<file path="src/rtl/core/hmmbc_pkg.sv">
package hmmbc_pkg;

   // Fixed field widths
   localparam int RegionWidth   = 4;
   localparam int OffsetWidth   = 21;
   localparam int AddressWidth  = 16;
   localparam int DataWidth     = 8;
   localparam int MaxBankBits   = 7;
   localparam int WindowBits    = 14;

   // Region codes
   localparam logic [RegionWidth-1:0] REGION_ROM0   = 4'd0;
   localparam logic [RegionWidth-1:0] REGION_ROMN   = 4'd1;
   localparam logic [RegionWidth-1:0] REGION_VRAM   = 4'd2;
   localparam logic [RegionWidth-1:0] REGION_EXTRAM = 4'd3;
   localparam logic [RegionWidth-1:0] REGION_WRAM   = 4'd4;
   localparam logic [RegionWidth-1:0] REGION_OAM    = 4'd5;
   localparam logic [RegionWidth-1:0] REGION_IO     = 4'd6;
   localparam logic [RegionWidth-1:0] REGION_HRAM   = 4'd7;
   localparam logic [RegionWidth-1:0] REGION_KEYPAD = 4'd8;
   localparam logic [RegionWidth-1:0] REGION_NONE   = 4'd9;
   localparam logic [RegionWidth-1:0] REGION_CTRL   = 4'd10;

   // Access kinds
   localparam logic FUNC_READ  = 1'b0;
   localparam logic FUNC_WRITE = 1'b1;

   // Map boundaries
   localparam logic [AddressWidth-1:0] ADDR_ROMN     = 16'h4000;
   localparam logic [AddressWidth-1:0] ADDR_VRAM     = 16'h8000;
   localparam logic [AddressWidth-1:0] ADDR_EXTRAM   = 16'hA000;
   localparam logic [AddressWidth-1:0] ADDR_WRAM     = 16'hC000;
   localparam logic [AddressWidth-1:0] ADDR_ECHO     = 16'hE000;
   localparam logic [AddressWidth-1:0] ADDR_OAM      = 16'hFE00;
   localparam logic [AddressWidth-1:0] ADDR_UNMAPPED = 16'hFEA0;
   localparam logic [AddressWidth-1:0] ADDR_KEYPAD   = 16'hFF00;
   localparam logic [AddressWidth-1:0] ADDR_HRAM     = 16'hFF80;
   localparam logic [AddressWidth-1:0] ADDR_DMA      = 16'hFF46;
   localparam logic [AddressWidth-1:0] ADDR_LCD_LO   = 16'hFF40;
   localparam logic [AddressWidth-1:0] ADDR_LCD_HI   = 16'hFF44;
   localparam logic [AddressWidth-1:0] ADDR_PAL_LO   = 16'hFF47;
   localparam logic [AddressWidth-1:0] ADDR_PAL_HI   = 16'hFF4B;

   // Bank controller register selects (address bits 14:13)
   localparam logic [1:0] SEL_RAM_ENABLE = 2'd0;
   localparam logic [1:0] SEL_BANK_LOW   = 2'd1;
   localparam logic [1:0] SEL_BANK_HIGH  = 2'd2;
   localparam logic [1:0] SEL_MODE       = 2'd3;

   localparam logic [3:0] RAM_ENABLE_KEY = 4'hA;
   localparam logic       MODE_ROM       = 1'b0;

   // Decoded access
   typedef struct packed {
      logic [RegionWidth-1:0] region;
      logic [OffsetWidth-1:0] physical_offset;
      logic                   store_strobe;
      logic                   display_changed;
      logic                   dma_start;
      logic                   ctrl_write;
   } decode_type;

   // Bank controller write
   typedef struct packed {
      logic                 enable;
      logic [1:0]           sel;
      logic [DataWidth-1:0] data;
   } ctrl_write_type;

endpackage

</file>
<file path="src/rtl/core/hmmbc_channels.sv">
interface hmmbc_req_if;
   import hmmbc_pkg::*;

   logic                    valid;
   logic                    ready;
   logic                    func;
   logic [AddressWidth-1:0] address;
   logic [DataWidth-1:0]    write_data;

   modport source (output valid, output func, output address, output write_data,
                   input ready);
   modport sink   (input valid, input func, input address, input write_data,
                   output ready);
endinterface

interface hmmbc_rsp_if;
   import hmmbc_pkg::*;

   logic                         valid;
   logic                         ready;
   logic [RegionWidth-1:0]       region;
   logic [OffsetWidth-1:0]       physical_offset;
   logic                         store_strobe;
   logic                         display_changed;
   logic                         dma_start;
   logic                         ext_ram_enabled;
   logic [MaxBankBits-1:0]       current_rom_bank;

   modport source (output valid, output region, output physical_offset,
                   output store_strobe, output display_changed, output dma_start,
                   output ext_ram_enabled, output current_rom_bank, input ready);
   modport sink   (input valid, input region, input physical_offset,
                   input store_strobe, input display_changed, input dma_start,
                   input ext_ram_enabled, input current_rom_bank, output ready);
endinterface

</file>
<file path="src/rtl/core/hmmbc_decode.sv">
module hmmbc_decode #(
   parameter int BANK_BITS = 7
) (
   input  logic                                func,
   input  logic [hmmbc_pkg::AddressWidth-1:0]  address,
   input  logic [BANK_BITS-1:0]                active_bank,
   output hmmbc_pkg::decode_type               decode
);
   import hmmbc_pkg::*;

   logic is_display_reg;

   assign is_display_reg = ((address >= ADDR_LCD_LO) && (address <= ADDR_LCD_HI)) ||
                           ((address >= ADDR_PAL_LO) && (address <= ADDR_PAL_HI));

   always_comb begin
      decode = '0;

      // Walk the address map
      priority if (address < ADDR_ROMN) begin
         decode.region          = REGION_ROM0;
         decode.physical_offset = OffsetWidth'(address[WindowBits-1:0]);
      end else if (address < ADDR_VRAM) begin
         decode.region          = REGION_ROMN;
         decode.physical_offset = OffsetWidth'({active_bank, address[WindowBits-1:0]});
      end else if (address < ADDR_EXTRAM) begin
         decode.region          = REGION_VRAM;
         decode.physical_offset = OffsetWidth'(address[12:0]);
         decode.display_changed = 1'b1;
         decode.store_strobe    = 1'b1;
      end else if (address < ADDR_WRAM) begin
         decode.region          = REGION_EXTRAM;
         decode.physical_offset = OffsetWidth'(address[12:0]);
         decode.store_strobe    = 1'b1;
      end else if (address < ADDR_OAM) begin
         // Work RAM and its echo share the low 13 bits
         decode.region          = REGION_WRAM;
         decode.physical_offset = OffsetWidth'(address[12:0]);
         decode.store_strobe    = 1'b1;
      end else if (address < ADDR_UNMAPPED) begin
         decode.region          = REGION_OAM;
         decode.physical_offset = OffsetWidth'(address[7:0]);
         decode.display_changed = 1'b1;
         decode.store_strobe    = 1'b1;
      end else if (address < ADDR_KEYPAD) begin
         decode.region          = REGION_NONE;
      end else if (address == ADDR_KEYPAD) begin
         decode.region          = REGION_KEYPAD;
         decode.store_strobe    = 1'b1;
      end else if (address < ADDR_HRAM) begin
         decode.region          = REGION_IO;
         decode.physical_offset = OffsetWidth'(address[7:0]);
         if (address == ADDR_DMA) begin
            decode.dma_start       = 1'b1;
            decode.display_changed = 1'b1;
         end else begin
            decode.store_strobe    = 1'b1;
            decode.display_changed = is_display_reg;
         end
      end else begin
         decode.region          = REGION_HRAM;
         decode.physical_offset = OffsetWidth'(address[6:0]);
         decode.store_strobe    = 1'b1;
      end

      // Apply access kind: writes to ROM space hit the bank controller; reads clear the strobes
      if (func == FUNC_WRITE) begin
         if (address < ADDR_VRAM) begin
            decode.region          = REGION_CTRL;
            decode.physical_offset = '0;
            decode.store_strobe    = 1'b0;
            decode.ctrl_write      = 1'b1;
         end
      end else begin
         decode.store_strobe    = 1'b0;
         decode.display_changed = 1'b0;
         decode.dma_start       = 1'b0;
      end
   end

endmodule

</file>
<file path="src/rtl/core/hmmbc_bank_regs.sv">
module hmmbc_bank_regs #(
   parameter int BANK_BITS = 7
) (
   input  logic                           clock,
   input  logic                           reset,
   input  hmmbc_pkg::ctrl_write_type      ctrl_wr,
   output logic [BANK_BITS-1:0]           active_bank,
   output logic [BANK_BITS-1:0]           active_bank_next,
   output logic                           extram_enable_next
);
   import hmmbc_pkg::*;

   logic [BANK_BITS-1:0]   active_bank_ff;
   logic [BANK_BITS-1:0]   active_bank_in;
   logic                   banking_mode_ff;
   logic                   banking_mode_in;
   logic                   extram_enable_ff;
   logic                   extram_enable_in;
   logic [MaxBankBits-1:0] bank_wide;
   logic [MaxBankBits-1:0] bank_wide_in;
   logic [4:0]             low_field;

   assign bank_wide = MaxBankBits'(active_bank_ff);
   assign low_field = (ctrl_wr.data[4:0] == 5'd0) ? 5'd1 : ctrl_wr.data[4:0];

   // Next register values for a control write
   always_comb begin
      bank_wide_in     = bank_wide;
      banking_mode_in  = banking_mode_ff;
      extram_enable_in = extram_enable_ff;
      if (ctrl_wr.enable) begin
         unique case (ctrl_wr.sel)
            SEL_RAM_ENABLE: extram_enable_in = (ctrl_wr.data[3:0] == RAM_ENABLE_KEY);
            SEL_BANK_LOW:   bank_wide_in     = {bank_wide[6:5], low_field};
            SEL_BANK_HIGH: begin
               if (banking_mode_ff == MODE_ROM) begin
                  bank_wide_in = {ctrl_wr.data[1:0], bank_wide[4:0]};
               end
            end
            SEL_MODE:       banking_mode_in  = ctrl_wr.data[0];
            default:        bank_wide_in     = bank_wide;
         endcase
      end
   end

   assign active_bank_in = bank_wide_in[BANK_BITS-1:0];

   // Hold bank state
   always_ff @(posedge clock) begin
      if (reset) begin
         active_bank_ff   <= BANK_BITS'(1);
         banking_mode_ff  <= MODE_ROM;
         extram_enable_ff <= 1'b0;
      end else begin
         active_bank_ff   <= active_bank_in;
         banking_mode_ff  <= banking_mode_in;
         extram_enable_ff <= extram_enable_in;
      end
   end

   assign active_bank        = active_bank_ff;
   assign active_bank_next   = active_bank_in;
   assign extram_enable_next = extram_enable_in;

endmodule

</file>
<file path="src/rtl/core/handheld_memory_map_bank_controller_top.sv">
// Channel   Dir  Payload                                     Handshake
// req_bus   in   func, address, write_data                    valid/ready
// rsp_bus   out  region, physical_offset, store_strobe,       valid/ready
//                display_changed, dma_start, ext_ram_enabled,
//                current_rom_bank
//
// One request per cycle while the response side is not stalled; each request goes
// through the input register, then decode and bank update into the output register.
// Reset is synchronous and sets ROM bank 1, ROM mode and external RAM disabled.
// A stalled response holds the output register, and the input register then takes a
// request only while it is empty; unstalled, it also takes one in the same cycle that its request moves on.
module handheld_memory_map_bank_controller_top #(
   parameter int BANK_BITS = 7
) (
   input  logic        clock,
   input  logic        reset,
   hmmbc_req_if.sink   req_bus,
   hmmbc_rsp_if.source rsp_bus
);
   import hmmbc_pkg::*;

   logic                    in_valid_ff;
   logic                    in_func_ff;
   logic [AddressWidth-1:0] in_address_ff;
   logic [DataWidth-1:0]    in_data_ff;

   logic                    out_valid_ff;
   logic [RegionWidth-1:0]  out_region_ff;
   logic [OffsetWidth-1:0]  out_offset_ff;
   logic                    out_strobe_ff;
   logic                    out_display_ff;
   logic                    out_dma_ff;
   logic                    out_enable_ff;
   logic [MaxBankBits-1:0]  out_bank_ff;

   logic                    out_open;
   logic                    in_advance;
   logic                    req_take;
   logic                    in_valid_in;
   logic                    out_valid_in;

   decode_type              decode;
   ctrl_write_type          ctrl_wr;
   logic [BANK_BITS-1:0]    active_bank;
   logic [BANK_BITS-1:0]    active_bank_next;
   logic                    extram_enable_next;

   // Handshake: the output register frees up when empty or drained
   assign out_open      = !out_valid_ff || rsp_bus.ready;
   assign in_advance    = in_valid_ff && out_open;
   assign req_bus.ready = !in_valid_ff || out_open;
   assign req_take      = req_bus.valid && req_bus.ready;

   assign in_valid_in  = req_take || (in_valid_ff && !out_open);
   assign out_valid_in = in_advance || (out_valid_ff && !rsp_bus.ready);

   // Capture request
   always_ff @(posedge clock) begin
      if (reset) begin
         in_valid_ff <= 1'b0;
      end else begin
         in_valid_ff <= in_valid_in;
      end
      if (req_take) begin
         in_func_ff    <= req_bus.func;
         in_address_ff <= req_bus.address;
         in_data_ff    <= req_bus.write_data;
      end
   end

   hmmbc_decode #(
      .BANK_BITS (BANK_BITS)
   ) u_decode (
      .func        (in_func_ff),
      .address     (in_address_ff),
      .active_bank (active_bank),
      .decode      (decode)
   );

   // Update bank registers only when the request moves to the output
   assign ctrl_wr.enable = in_advance && decode.ctrl_write;
   assign ctrl_wr.sel    = in_address_ff[14:13];
   assign ctrl_wr.data   = in_data_ff;

   hmmbc_bank_regs #(
      .BANK_BITS (BANK_BITS)
   ) u_bank_regs (
      .clock              (clock),
      .reset              (reset),
      .ctrl_wr            (ctrl_wr),
      .active_bank        (active_bank),
      .active_bank_next   (active_bank_next),
      .extram_enable_next (extram_enable_next)
   );

   // Register response
   always_ff @(posedge clock) begin
      if (reset) begin
         out_valid_ff <= 1'b0;
      end else begin
         out_valid_ff <= out_valid_in;
      end
      if (in_advance) begin
         out_region_ff  <= decode.region;
         out_offset_ff  <= decode.physical_offset;
         out_strobe_ff  <= decode.store_strobe;
         out_display_ff <= decode.display_changed;
         out_dma_ff     <= decode.dma_start;
         out_enable_ff  <= extram_enable_next;
         out_bank_ff    <= MaxBankBits'(active_bank_next);
      end
   end

   assign rsp_bus.valid            = out_valid_ff;
   assign rsp_bus.region           = out_region_ff;
   assign rsp_bus.physical_offset  = out_offset_ff;
   assign rsp_bus.store_strobe     = out_strobe_ff;
   assign rsp_bus.display_changed  = out_display_ff;
   assign rsp_bus.dma_start        = out_dma_ff;
   assign rsp_bus.ext_ram_enabled  = out_enable_ff;
   assign rsp_bus.current_rom_bank = out_bank_ff;

endmodule
</file>
<file path="src/flat_wrapper.sv">
// flat-port wrapper written by rule: the top's interface ports become plain ports
module handheld_memory_map_bank_controller_top_flat import hmmbc_pkg::*;
#(
   parameter int BANK_BITS = 7
)
  (clock, reset, req_bus_valid, req_bus_func, req_bus_address, req_bus_write_data, req_bus_ready, rsp_bus_valid, rsp_bus_region, rsp_bus_physical_offset, rsp_bus_store_strobe, rsp_bus_display_changed, rsp_bus_dma_start, rsp_bus_ext_ram_enabled, rsp_bus_current_rom_bank, rsp_bus_ready);
  hmmbc_req_if req_bus_i ();
  hmmbc_rsp_if rsp_bus_i ();
  input  logic clock;
  input  logic reset;
  input wire logic [$bits(req_bus_i.valid)-1:0] req_bus_valid;
  input wire logic [$bits(req_bus_i.func)-1:0] req_bus_func;
  input wire logic [$bits(req_bus_i.address)-1:0] req_bus_address;
  input wire logic [$bits(req_bus_i.write_data)-1:0] req_bus_write_data;
  output wire logic [$bits(req_bus_i.ready)-1:0] req_bus_ready;
  output wire logic [$bits(rsp_bus_i.valid)-1:0] rsp_bus_valid;
  output wire logic [$bits(rsp_bus_i.region)-1:0] rsp_bus_region;
  output wire logic [$bits(rsp_bus_i.physical_offset)-1:0] rsp_bus_physical_offset;
  output wire logic [$bits(rsp_bus_i.store_strobe)-1:0] rsp_bus_store_strobe;
  output wire logic [$bits(rsp_bus_i.display_changed)-1:0] rsp_bus_display_changed;
  output wire logic [$bits(rsp_bus_i.dma_start)-1:0] rsp_bus_dma_start;
  output wire logic [$bits(rsp_bus_i.ext_ram_enabled)-1:0] rsp_bus_ext_ram_enabled;
  output wire logic [$bits(rsp_bus_i.current_rom_bank)-1:0] rsp_bus_current_rom_bank;
  input wire logic [$bits(rsp_bus_i.ready)-1:0] rsp_bus_ready;
  assign req_bus_i.valid = req_bus_valid;
  assign req_bus_i.func = req_bus_func;
  assign req_bus_i.address = req_bus_address;
  assign req_bus_i.write_data = req_bus_write_data;
  assign req_bus_ready = req_bus_i.ready;
  assign rsp_bus_valid = rsp_bus_i.valid;
  assign rsp_bus_region = rsp_bus_i.region;
  assign rsp_bus_physical_offset = rsp_bus_i.physical_offset;
  assign rsp_bus_store_strobe = rsp_bus_i.store_strobe;
  assign rsp_bus_display_changed = rsp_bus_i.display_changed;
  assign rsp_bus_dma_start = rsp_bus_i.dma_start;
  assign rsp_bus_ext_ram_enabled = rsp_bus_i.ext_ram_enabled;
  assign rsp_bus_current_rom_bank = rsp_bus_i.current_rom_bank;
  assign rsp_bus_i.ready = rsp_bus_ready;
  handheld_memory_map_bank_controller_top #(.BANK_BITS(BANK_BITS)) u_core (.clock(clock), .reset(reset), .req_bus(req_bus_i), .rsp_bus(rsp_bus_i));
endmodule
</file>
<file path="config.mk">
export PLATFORM = sky130hd
export DESIGN_NAME = handheld_memory_map_bank_controller_top_flat
export DESIGN_NICKNAME = d
export VERILOG_FILES = /design/src/rtl/core/hmmbc_pkg.sv /design/src/rtl/core/hmmbc_channels.sv /design/src/rtl/core/hmmbc_decode.sv /design/src/rtl/core/hmmbc_bank_regs.sv /design/src/rtl/core/handheld_memory_map_bank_controller_top.sv /design/src/flat_wrapper.sv
export SDC_FILE = /design/constraint.sdc
export NUM_CORES = 1
export LEC_CHECK = 0
export BUFFER_PORTS_ARGS = -buffer_cell sky130_fd_sc_hd__buf_2
export CAP_MARGIN = 5
export CORE_ASPECT_RATIO = 1.1
export CORE_MARGIN = 3
export CORE_UTILIZATION = 47
export CTS_CLUSTER_DIAMETER = 100
export CTS_CLUSTER_SIZE = 40
export DETAILED_ROUTE_END_ITERATION = 7
export PLACE_DENSITY = 0.74
export RECOVER_POWER = 25
export SYNTH_ARGS = -nofsm -noshare
export SYNTH_HDL_FRONTEND = slang
export SYNTH_SLANG_ARGS = --single-unit
</file>
<file path="constraint.sdc">
create_clock -name clock -period 1.75 [get_ports clock]
set_input_delay 0.2625 -clock clock [delete_from_list [all_inputs] [get_ports clock]]
set_output_delay 0.2625 -clock clock [all_outputs]
set_load 0.03 [all_outputs]
</file>
## Yosys cells after proc, flatten, opt, wreduce, memory -nomap -nowiden

Cells that the tools add are included.

- Flip-flop bits (word level): 69
- Bits of input ports: 29
- Output and inout bits: 38

- Magnitude comparators: 12
- Eq/ne operators: 6
- Mux-type cells: 37
- Bitwise logic cells: 1
- Reductions and logical operators: 21

Operator list:

| operator | count |
|---|---|
| $lt 16x16->1 const B | 7 |
| $mux 27 | 4 |
| $mux 26 | 3 |
| $mux 25 | 3 |
| $eq 16x16->1 const B | 2 |
| $ge 16x16->1 const B | 2 |
| $le 16x16->1 const B | 2 |
| $mux 24 | 1 |
| $mux 23 | 1 |
| $mux 21 | 1 |
| $lt 16x15->1 const B | 1 |
| $mux 2 | 7 |
| $mux 7 | 2 |
| $pmux 7 s2 | 1 |
| $mux 1 | 10 |
| $mux 4 | 2 |
| $logic_and 1x1->1 | 7 |
| $logic_not 5->1 | 1 |
| $logic_or 1x1->1 | 5 |
| $mux 5 | 1 |
| $eq 2x2->1 const B | 2 |
| $eq 4x4->1 const B | 1 |
| $logic_not 1->1 | 4 |
| $reduce_or 4->1 | 1 |
| other kinds (6) | 6 |

## Depth between registers and ports, before layout

Gate-level depths: netlist of the first run.

- Depth after elaboration: 20
- Gate-level depth with buffers: 6

## By module

From an unflattened synthesis of the first run, not the netlist that was laid out.

- Cell total of the unflattened synthesis: 192
- Area, all modules: 2817.7 um^2

By module, submodules not included:

| module | times used | cells an instance | area an instance (um^2) | sequential area each (um^2) |
|---|---|---|---|---|
| handheld_memory_map_bank_controller_top | 1 | 72 | 1941.9 | 1871.8 |
| hmmbc_bank_regs | 1 | 50 | 491.7 | 180.2 |
| hmmbc_decode | 1 | 70 | 384.1 | 0.0 |

## Least setup slack after synthesis of the first run

No wires, ideal clock.

- Path kind: register -> register
- Start: register u_core.out_valid_ff, in the netlist u_core.rsp_bus.valid
- End: register u_core.out_bank_ff[0], in the netlist u_core.rsp_bus.current_rom_bank[0], enable pin
- Arrival time: 1522 ps
- Data required time: 1353 ps
- Setup slack: -169 ps
- Cell stages (with the launch flop): 3
- Period minus slack after synthesis: 1919 ps
- Path through: dfxtp_1 > nand2b_1 > and2_1

- Longest elaborated chain between the ends: 3

Ends and longest elaborated chain:

| element | line | source |
|---|---|---|
| from (decl) | handheld_memory_map_bank_controller_top.sv:27 | `logic out_valid_ff;` |
| from (signal assigned) | handheld_memory_map_bank_controller_top.sv:101 | `out_valid_ff <= out_valid_in;` |
| $logic_not 1->1 | handheld_memory_map_bank_controller_top.sv:49 | `assign out_open = !out_valid_ff \|\| rsp_bus.ready;` |
| $logic_or 1x1->1 | handheld_memory_map_bank_controller_top.sv:49 |  |
| $logic_and 1x1->1 | handheld_memory_map_bank_controller_top.sv:50 | `assign in_advance = in_valid_ff && out_open;` |
| named net u_core.in_advance | handheld_memory_map_bank_controller_top.sv:37 | `logic in_advance;` |
| to (signal assigned) | handheld_memory_map_bank_controller_top.sv:110 | `out_bank_ff <= MaxBankBits'(active_bank_next);` |
| to (decl) | handheld_memory_map_bank_controller_top.sv:34 | `logic [MaxBankBits-1:0] out_bank_ff;` |

The timed path passes the listed nets, and every way through them passes these cells.
A chain may end at the register's enable or synchronous reset.

## Final worst setup path of the first run

- Start: register u_core.in_address_ff[14]
- End: register u_core.u_bank_regs.active_bank_ff[3], in the netlist u_core.u_bank_regs.active_bank[3]

- Longest elaborated chain between the ends: 5
- Elaborated cells on any way between the ends: 8
- Classes of those cells: order compare: 1; eq/ne: 2; mux: 4; reduce/logical: 1

Ends and longest elaborated chain:

| element | line | source |
|---|---|---|
| from (decl) | handheld_memory_map_bank_controller_top.sv:24 | `logic [AddressWidth-1:0] in_address_ff;` |
| from (signal assigned) | handheld_memory_map_bank_controller_top.sv:66 | `in_address_ff <= req_bus.address;` |
| $lt 16x16->1 | hmmbc_decode.sv:68 | `if (address < ADDR_VRAM) begin` |
| $mux 1 | hmmbc_decode.sv:68 |  |
| $mux 1 | hmmbc_decode.sv:67 | `if (func == FUNC_WRITE) begin` |
| $logic_and 1x1->1 | handheld_memory_map_bank_controller_top.sv:81 | `assign ctrl_wr.enable = in_advance && decode.ctrl_write;` |
| $mux 7 (*) | hmmbc_bank_regs.sv:31 | `if (ctrl_wr.enable) begin` |
| named net u_core.active_bank_next[3] | handheld_memory_map_bank_controller_top.sv:45 | `logic [BANK_BITS-1:0] active_bank_next;` |
| to (signal assigned) | hmmbc_bank_regs.sv:55 | `active_bank_ff <= active_bank_in;` |
| to (decl) | hmmbc_bank_regs.sv:13 | `logic [BANK_BITS-1:0] active_bank_ff;` |

Mark *: on every way through the listed nets, which the timed path passes. The rest lies on a longest branch.

==> results of run 1 <==
==> per-stage QoR <==
stage	hold slack (ps)	setup WS, ps
after floorplan	335	3.76
after global placement	441	68.1
after detailed placement	441	-3.17
after CTS	72.9	0.678
after global routing	60.8	-29.6
final	90.1	63.6
==> sequential cells by signal, summed over array words and instances, names as in the netlist, 4 cells and up <==
signal	flops
u_core.in_address_ff	16
u_core.rsp_bus.region	4
u_core.in_data_ff	5
u_core.u_bank_regs.active_bank	7
u_core.rsp_bus.current_rom_bank	7
u_core.rsp_bus.physical_offset	21
==> worst min path at each step <==
| stage | from | endpoint | slack [ps] | depth (start not counted) |
|---|---|---|---|---|
| 2_1_floorplan | reset | u_core.in_valid_ff | 330 | 1 |
| 3_3_place_gp | req_bus_address[4] | u_core.in_address_ff[4] | 440 | 1 |
| 3_5_place_dp | req_bus_address[15] | u_core.in_address_ff[15] | 440 | 1 |
| 4_1_cts | req_bus_write_data[1] | u_core.in_data_ff[1] | 70 | 1 |
| 5_1_grt | req_bus_address[8] | u_core.in_address_ff[8] | 60 | 1 |
| 6_report | req_bus_address[15] | u_core.in_address_ff[15] | 90 | 1 |
==> layer usage <==
layer / vias up / share of wire
met1: 821 / 0.45
met4: 0 / 0.018
met5: - / 0
li1: 875 / -
met3: 7 / 0.077
met2: 77 / 0.45
==> layout make-up <==
cell class	count	area, sq um	share of cell area
clock buffer	9	124	0.0359
clock inverter	7	42.5	0.0123
inverter	5	18.8	0.00544
multi-input combinational	111	827	0.240
sequential	69	1960	0.568
tap	75	93.8	0.0272
timing repair buffer	74	384	0.111
==> synth_stat cells (all sizes together) (2+ instances only) <==
cell | instances | area [sq um]
nand4b | 4 | 35.0
nand4 | 4 | 31.3
nand2 | 14 | 52.6
edfxtp | 58 | 1740
clkbuf | 2 | 7.51
nor4 | 2 | 12.5
and4 | 5 | 46.3
nor3 | 3 | 15.0
o21ai | 3 | 15.0
a21oi | 6 | 41.3
and2 | 15 | 93.8
nor2b | 4 | 25.0
nand2b | 5 | 31.3
nand3 | 2 | 10.0
ha | 4 | 50.1
a22o | 7 | 61.3
and3 | 5 | 31.3
inv | 5 | 18.8
dfxtp | 11 | 220
nor2 | 11 | 41.3
==> cells by family (layout without fill, tap and decap cells) <==
logic type,count (synthesis),in the layout,share of synthesized area
compound gates,25,26,0.0701
fa+ha+maj,4,4,0.0183
buf+inv,8,95,0.0138
flops,69,69,0.719
mux,2,2,0.00779
simple gates,79,79,0.171
==> what timing repair did <==
action | 4_1_cts | 5_1_grt
cloned | 0 | 1
gates resized for setup | 3 | 14
buffers inserted | 1 | 0
endpoints found under the setup margin | 12 | 29
pin swaps | 0 | 5
==> power by group through the flow <==
stage	Sequential, uW	Clock (uW)	Combinational [uW]
floorplan	2010	0	99.1
global placement	1940	0	285
detailed placement	1940	0	289
CTS	1900	1100	292
global route	1920	1180	321
finish	1910	1080	298
==> results.py, run 1 <==
metrics = {
    "placed_design": {
        "placement.io_buffers": 63,
        "place_area_sq_um": 3220,
        "placedCellCount": 333,
        "dp_hpwl_mm": 3.49,
        "gp_congestion": 0.787,
    },
    "power": {
        "p_leak_uw": 0.00132,
        "power.internal_uw": 2470,
        "power.switching_uw": 813,
        "p_comb_frac": 0.091,
        "power_frac_seq": 0.582,
        "p_clk_frac": 0.328,
        "p_total_uw": 3280,
        "ir_drop_mv": 0.552,
        "cellPowerDensity_nw_per_um2": 951,
        "switching_share": 0.248,
    },
    "grt": {
        "grt-ovfl-total": 0,
        "top_usage_layer": "met2",
        "met1_usage": 0.212,
        "grt_pass1_vias": 1687,
        "met2_usage": 0.225,
        "antenna_found_initial": 0,
        "grtUsageTotal": 0.160,
        "grt_pass1_wl_mm": 7.90,
        "grt_max_degree": 33,
        "grt_util_met3": 0.0704,
    },
    "critical_path": {
        "path_delay_family": "simple AND/OR/NAND/NOR gates",
        "r2r-end": "u_core.u_bank_regs.active_bank[3]",
        "critPathLaunch": "u_core.in_address_ff[14]",
        "r2r_cells": 6,
        "worstSetupEndpoint": "u_core.u_bank_regs.active_bank[3]",
        "cp.required_ps": 1990,
        "crit_path_max_fanout": 5,
        "endpoint_kind": "flop",
        "path_cells": "inv_2 -> ha_4 -> and3b_2 -> nand4b_1 -> a22o_1 -> and2_1",
        "worstSetupPathType": "flop to flop",
        "path_buf_inv": 1,
        "timing.rr.start": "u_core.in_address_ff[14]",
        "critical_path.slowest_cell": "edfxtp_1",
        "r2r_slack_ps": 60,
        "cp_num_cells": 6,
        "arrival_ps": 1920,
        "cp_slowest_stage_delay_ps": 370,
        "cp-start-kind": "flop",
    },
    "floorplan": {
        "die_y_microns": 85.9,
        "pin_count": 67,
        "coreArea_sq_um": 5500,
        "fp.dieW_microns": 78.7,
        "start_util": 0.496,
        "rows": 28,
        "die-area_sq_um": 6760,
    },
    "sta": {
        "setup_tns_ps": 0,
        "hold_viol_final": 0,
        "max_slew.worst_pin.slew_ps": 490,
        "final_max_slew_viol_count": 0,
        "clock_skew_ps": 7.92,
        "slew_headroom": 0.673,
        "rsz0062_at_grt": "yes",
        "setup_violations": 0,
        "finalCriticalPeriod_ps": 1690,
        "fmax_ghz": 0.593,
        "finalCritPeriodShare": 0.964,
    },
    "cts": {
        "cts_root_buffer": "clkbuf_8",
        "cts_tree": "done",
        "clock_sinks": 69,
        "cts.path.max_buffers": 2,
        "ctsHoldBuffers": 0,
        "cts_buffers": 9,
        "cts_max_level": 3,
        "insertion_delay_ps": 350,
        "clk_transition_reported_paths_ps": 70,
    },
    "final_layout": {
        "nNetsFinal": 303,
        "final_cells": 350,
        "final_cell_mix": "58 x edfxtp_1, 48 x buf_2, 17 x clkbuf_1, 14 x nand2_1, 13 x and2_1",
        "final_common_cell": "edfxtp_1",
        "area_growth_syn_to_layout_pct": 26.4,
        "drive_gt1_frac": 0.342,
        "final_cell_area_sq_um": 3450,
        "final.fill_count": 432,
        "antenna-diode-count": 0,
        "final_util": 0.628,
    },
    "yosys": {
        "yosysSeqAreaShare": 0.719,
        "synth_seq_cells": 69,
        "syn_inst": 187,
        "syn_area_per_cell_sq_um": 14.6,
        "async_flop_share": 0,
        "yosysWarnings": 0,
        "syn-cell-area_sq_um": 2730,
        "synthDistinctLibCells": 40,
        "synthesis.nets": 220,
        "synth_enable_flop_cells": 58,
        "synth_top_flop_cell": "edfxtp_1",
    },
    "routing": {
        "drt_iter0_markers": 115,
        "drtAntennaViolNets": 0,
        "drc": 0,
        "vias_per_cell": 5.09,
        "first_pass_iters": 4,
        "vias": 1780,
        "drt_wl_total_mm": 5.19,
        "post_drt_wl_per_cell_microns": 14.8,
    },
    "hold_path": {
        "hold_class": "input pin to flop",
    },
    "job": {
        "max-cap-violations": 0,
    },
    "run_status": {
        "status": "finished, final reports clean",
    },
}
(Power assumes the default switching activity.)
==> run 2, diff against run 1 <==
--- a/config.mk
+++ b/config.mk
@@ -15,6 +15,7 @@
 export DETAILED_ROUTE_END_ITERATION = 7
 export PLACE_DENSITY = 0.74
 export RECOVER_POWER = 25
+export SETUP_SLACK_MARGIN = 0.15
 export SYNTH_ARGS = -nofsm -noshare
 export SYNTH_HDL_FRONTEND = slang
 export SYNTH_SLANG_ARGS = --single-unit
==> results.py, run 2 (synthesis gave the netlist of run 1 again) <==
metrics = {
    "run_status": {
        "status": "finished, final reports clean",
    },
    "critical_path": {
        "worstSetupEndpoint": "u_core.rsp_bus.current_rom_bank[4]",
        "cp.required_ps": 1840,
        "cp-start-kind": "flop",
        "crit_path_max_fanout": 5,
        "timing.rr.start": "u_core.in_address_ff[13]",
        "r2r_slack_ps": 50,
        "endpoint_kind": "flop",
        "worstSetupPathType": "flop to flop",
        "critPathLaunch": "u_core.in_address_ff[13]",
        "arrival_ps": 1790,
        "r2r_cells": 6,
        "r2r-end": "u_core.rsp_bus.current_rom_bank[4]",
    },
    "cts": {
        "insertion_delay_ps": 340,
        "cts.path.max_buffers": 2,
        "cts_max_level": 3,
        "clk_transition_reported_paths_ps": 70,
        "ctsHoldBuffers": 0,
        "cts_buffers": 9,
        "cts_tree": "done",
        "clock_sinks": 69,
        "cts_root_buffer": "clkbuf_8",
    },
    "sta": {
        "rsz0062_at_grt": "yes",
        "slew_headroom": 0.704,
        "fmax_ghz": 0.588,
        "finalCritPeriodShare": 0.972,
        "final_max_slew_viol_count": 0,
        "max_slew.worst_pin.slew_ps": 442,
        "hold_viol_final": 0,
        "setup_tns_ps": 0,
        "setup_violations": 0,
        "finalCriticalPeriod_ps": 1700,
        "clock_skew_ps": 7.51,
    },
    "floorplan": {
        "die_y_microns": 85.9,
        "coreArea_sq_um": 5500,
        "fp.dieW_microns": 78.7,
        "rows": 28,
        "start_util": 0.496,
        "die-area_sq_um": 6760,
        "pin_count": 67,
    },
    "job": {
        "max-cap-violations": 0,
    },
    "grt": {
        "grt_pass1_vias": 1703,
        "grt-ovfl-total": 0,
        "grt_max_degree": 23,
        "antenna_found_initial": 0,
        "grt_pass1_wl_mm": 7.99,
        "grtUsageTotal": 0.159,
    },
    "final_layout": {
        "final_cells": 356,
        "drive_gt1_frac": 0.367,
        "final.fill_count": 421,
        "area_growth_syn_to_layout_pct": 31.0,
        "largest_reg_flops": 21,
        "nNetsFinal": 309,
        "final_cell_mix": "58 x edfxtp_1, 49 x buf_2, 15 x clkbuf_1, 15 x buf_4, 14 x nand2_1",
        "antenna-diode-count": 0,
        "final_common_cell": "edfxtp_1",
    },
    "placed_design": {
        "gp_congestion": 0.771,
        "placedCellCount": 332,
        "dp_hpwl_mm": 3.54,
        "placement.io_buffers": 63,
    },
    "power": {
        "ir_drop_mv": 0.798,
        "p_leak_uw": 0.00139,
        "cellPowerDensity_nw_per_um2": 1050,
    },
    "routing": {
        "drtAntennaViolNets": 0,
        "drt_wl_total_mm": 5.24,
        "post_drt_wl_per_cell_microns": 14.7,
        "vias_per_cell": 5.10,
        "drc": 0,
        "drt_iter0_markers": 143,
        "vias": 1816,
        "first_pass_iters": 4,
    },
    "hold_path": {
        "hold_class": "input pin to flop",
        "min_from": "req_bus_address[8]",
    },
}
-- run 2: changes by cell type in the layout (fill, tap and decap cells not counted), sizes merged --
cell | previous run | this run
clkinvlp | 2 | 1
nand4 | 4 | 5
bufinv | 0 | 3
clkinv | 5 | 3
buf | 57 | 64
clkbuf | 26 | 24
-- run 2: area by class of cell --
class	count	area (sq um)	share of cell area
Clock inverter	7	124	0.0346
Sequential cell	69	1960	0.548
Inverter	5	18.8	0.00525
Multi-Input combinational cell	112	841	0.235
Timing Repair Buffer	79	414	0.116
Tap cell	75	93.8	0.0262
Clock buffer	9	124	0.0346
-- run 2: worst max-delay path: stages (launching register included) --
cell and delay (ps):
edfxtp_1 410, inv_2 100, ha_4 200, and3b_2 230, buf_4 130, and4_4 160, a22o_1 220
-- run 2: layer usage --
metal  GRT usage  up-vias  routed length, microns
li1            -      899                       -
met1       0.214      818                    2280
met2       0.231       88                    2470
met3      0.0525       11                     376
met4      0.0811        0                     114
met5           0        -                       0
-- run 2: worst min path at each step --
stage / to / cells after the start
finish: u_core.in_address_ff[8] / 1
global route: u_core.in_address_ff[12] / 1
CTS: u_core.in_address_ff[8] / 1
detailed placement: u_core.in_address_ff[15] / 1
global placement: u_core.in_data_ff[4] / 1
floorplan: u_core.in_valid_ff / 1
-- run 2: power by group --
part           internal, uW  total (uW)  switching (uW)
logic                   109         307             197
clock network           952        1530             579
registers              1860        1910            46.0
total                  2920        3750             823
-- run 2: repair_timing --
item | 4_1_cts | 5_1_grt
pin swaps | 5 | 10
gates cloned | 1 | 1
buffers inserted | 1 | 5
resized for setup | 6 | 9
endpoints found under the setup margin | 30 | 31
-- run 2: per-stage QoR --
stage	hold WS, ps	util	power, uW	setup slack, ps	cell area, sq um
after global routing	78.1	0.650	3900	-29.1	3580
after global placement	441	0.584	2220	92.5	3210
after CTS	78.3	0.638	3770	78.9	3510
after detailed placement	441	0.584	2230	58.4	3210
final	96.1	0.650	3750	49.6	3580
after floorplan	335	-	2110	113	2750
==> run 3, diff against run 2 <==
--- a/config.mk
+++ b/config.mk
@@ -5,6 +5,7 @@
 export SDC_FILE = /design/constraint.sdc
 export NUM_CORES = 1
 export LEC_CHECK = 0
+export ABC_AREA = 1
 export BUFFER_PORTS_ARGS = -buffer_cell sky130_fd_sc_hd__buf_2
 export CAP_MARGIN = 5
 export CORE_ASPECT_RATIO = 1.1
@@ -14,7 +15,6 @@
 export CTS_CLUSTER_SIZE = 40
 export DETAILED_ROUTE_END_ITERATION = 7
 export PLACE_DENSITY = 0.74
-export RECOVER_POWER = 25
 export SETUP_SLACK_MARGIN = 0.15
 export SYNTH_ARGS = -nofsm -noshare
 export SYNTH_HDL_FRONTEND = slang
==> results.py, run 3 <==
metrics = {
    "run_status": {
        "status": "finished, final reports clean",
    },
    "cts": {
        "cts_max_level": 3,
        "clock_sinks": 69,
        "clk_transition_reported_paths_ps": 70,
        "ctsHoldBuffers": 0,
        "cts_root_buffer": "clkbuf_8",
        "insertion_delay_ps": 350,
        "cts_tree": "done",
        "cts_buffers": 9,
        "cts.path.max_buffers": 2,
    },
    "routing": {
        "wirelength_met1_mm": 2.26,
        "drc": 0,
        "post_drt_wl_per_cell_microns": 11.7,
        "met2_wirelength_mm": 2.22,
        "vias": 1860,
        "dr_wl_met3_microns": 292,
        "first_pass_iters": 4,
        "drt_wl_total_mm": 4.85,
        "maxUsedRoutingLayer": "met4",
        "drt_iter0_markers": 198,
        "vias_per_cell": 4.47,
        "drtAntennaViolNets": 0,
    },
    "sta": {
        "hold_viol_final": 0,
        "setup_tns_ps": 0,
        "fmax_ghz": 0.653,
        "final_max_slew_viol_count": 0,
        "fin_hold_ws_ps": 88.9,
        "slew_headroom": 0.699,
        "fin_ws_ps": 218,
        "max_slew.worst_pin.slew_ps": 451,
        "finalCritPeriodShare": 0.876,
        "finalCriticalPeriod_ps": 1530,
        "clock_skew_ps": 11.5,
        "rsz0062_at_grt": "yes",
        "setup_violations": 0,
    },
    "power": {
        "p_total_uw": 3450,
        "ir_drop_mv": 0.665,
        "p_leak_uw": 0.00150,
        "power.internal_uw": 2610,
        "switching_share": 0.243,
        "cellPowerDensity_nw_per_um2": 980,
        "power.switching_uw": 837,
        "p_clk_frac": 0.364,
        "p_comb_frac": 0.085,
        "power_frac_seq": 0.551,
    },
    "floorplan": {
        "coreArea_sq_um": 5570,
        "die-area_sq_um": 6890,
        "die_y_microns": 86.7,
        "fp.dieW_microns": 79.4,
        "rows": 28,
        "pin_count": 67,
        "start_util": 0.500,
    },
    "grt": {
        "grtUsageTotal": 0.154,
        "antenna_found_initial": 0,
        "grt_max_degree": 37,
        "grt_pass1_wl_mm": 7.85,
        "grt-ovfl-total": 0,
        "grt_pass1_vias": 1757,
    },
    "hold_path": {
        "hold_class": "input pin to flop",
    },
    "yosys": {
        "syn_inst": 255,
        "yosys-top-cells-area": "edfxtp_1 63%, nand2_1 8.0%, dfxtp_1 7.9%",
        "synth_seq_cells": 69,
        "synth.most_common_cell": "nand2_1",
        "synth_top_area_frac": 0.625,
        "syn-cell-area_sq_um": 2790,
        "synth.cells.most_frequent": "59 x nand2_1, 58 x edfxtp_1, 42 x nor2_1",
        "yosysTopAreaCell": "edfxtp_1",
        "yosysSeqAreaShare": 0.704,
        "synth_top_flop_cell": "edfxtp_1",
        "synth_enable_flop_cells": 58,
        "async_flop_share": 0,
        "synthesis.nets": 288,
        "synthDistinctLibCells": 22,
        "syn_area_per_cell_sq_um": 10.9,
        "yosysWarnings": 0,
    },
    "placed_design": {
        "place_ws_ps": 124,
        "dp_hpwl_mm": 3.56,
        "gp_congestion": 0.778,
        "placement.io_buffers": 63,
    },
    "critical_path": {
        "crit_top_cell": "nand2_2",
        "arrival_ps": 1640,
        "cp-start-kind": "flop",
        "worstSetupPathType": "flop to flop",
        "path_cells": "nand2_2 -> inv_2 -> nand2_2 -> nor3_4 -> buf_4 -> nand3_4 -> nand2_1 -> nor2_1",
        "critical_path.slowest_cell": "edfxtp_1",
        "endpoint_kind": "flop",
        "cp.required_ps": 1860,
        "cp_slowest_stage_delay_ps": 480,
        "crit_path_max_fanout": 8,
    },
    "final_layout": {
        "largest_reg_flops": 21,
        "area_growth_syn_to_layout_pct": 26.4,
        "final_cell_mix": "63 x buf_2, 58 x edfxtp_1, 54 x nand2_1, 37 x nor2_1, 31 x inv_1",
        "final_common_cell": "buf_2",
        "antenna-diode-count": 0,
        "drive_gt1_frac": 0.337,
        "nNetsFinal": 369,
    },
    "job": {
        "max-cap-violations": 0,
    },
}
-- run 3: changes by cell type after synthesis, sizes merged, moves of 6 or more --
cell / delta
nand2: +47
inv: +33
nor2: +32
and2: -15
a22o: -7
a21oi: +6
-- run 3: through the flow --
stage,instance area (sq um),instances,utilization
global route,3520,416,0.632
floorplan,2820,255,-
global placement,3250,395,0.584
detailed placement,3250,395,0.584
CTS,3460,413,0.622
finish,3520,416,0.632
-- run 3: logic make-up (layout without fill, tap and decap cells) --
kind of cell / after synthesis / count (layout) / synth area share
simple gates: 121 / 121 / 0.183
flops: 69 / 69 / 0.704
buf+inv: 40 / 126 / 0.0539
compound gates: 21 / 21 / 0.0409
fa+ha+maj: 4 / 4 / 0.0180
-- run 3: layout make-up --
class | instances | area [sq um]
inverters | 38 | 146
clock buffers | 9 | 124
flip-flops and latches | 69 | 1970
well taps | 75 | 93.8
clock inverters | 7 | 75.1
fillers | 444 | 2050
multi-input cells | 146 | 732
repair inverters | 1 | 7.51
repair buffers | 71 | 375
-- run 3: repair_timing --
| action | CTS | global route |
|---|---|---|
| setup endpoints to repair | 4 | 39 |
| buffers inserted | 2 | 2 |
| cloned | 0 | 1 |
| hold endpoints to repair | 0 | 0 |
| pin swaps | 0 | 1 |
| resized for setup | 0 | 11 |
-- run 3: worst max-delay path, delay by kind of cell (launching register included) --
family                 cells  cell delay [ps]
buffers and inverters      2              260
flip-flops                 1              480
AND/OR/NAND/NOR            6              540
-- run 3: power by group through the flow --
stage	combinational, uW	clock (uW)	sequential [uW]
3_5_place_dp	279	0	1940
2_1_floorplan	109	0	2010
4_1_cts	286	1280	1900
3_3_place_gp	272	0	1940
6_report	292	1260	1900
5_1_grt	323	1350	1910
-- run 3: worst paths after layout --
path	startpoint	endpoint	slack, ps	cells past startpoint
max	u_core.in_address_ff[15]	u_core.rsp_bus.physical_offset[4]	220	8
min	req_bus_write_data[4]	u_core.in_data_ff[4]	90	1
max reg2reg	u_core.in_address_ff[15]	u_core.rsp_bus.physical_offset[4]	220	8
min reg2reg	u_core.u_bank_regs.active_bank[1]	u_core.u_bank_regs.active_bank[1]	490	2
-- run 3: metal layers --
| layer | GRT usage | vias to the layer above |
|---|---|---|
| met1 | 0.199 | 802 |
| met4 | 0.0609 | 0 |
| li1 | - | 1001 |
| met5 | 0 | - |
| met3 | 0.0572 | 6 |
| met2 | 0.237 | 51 |
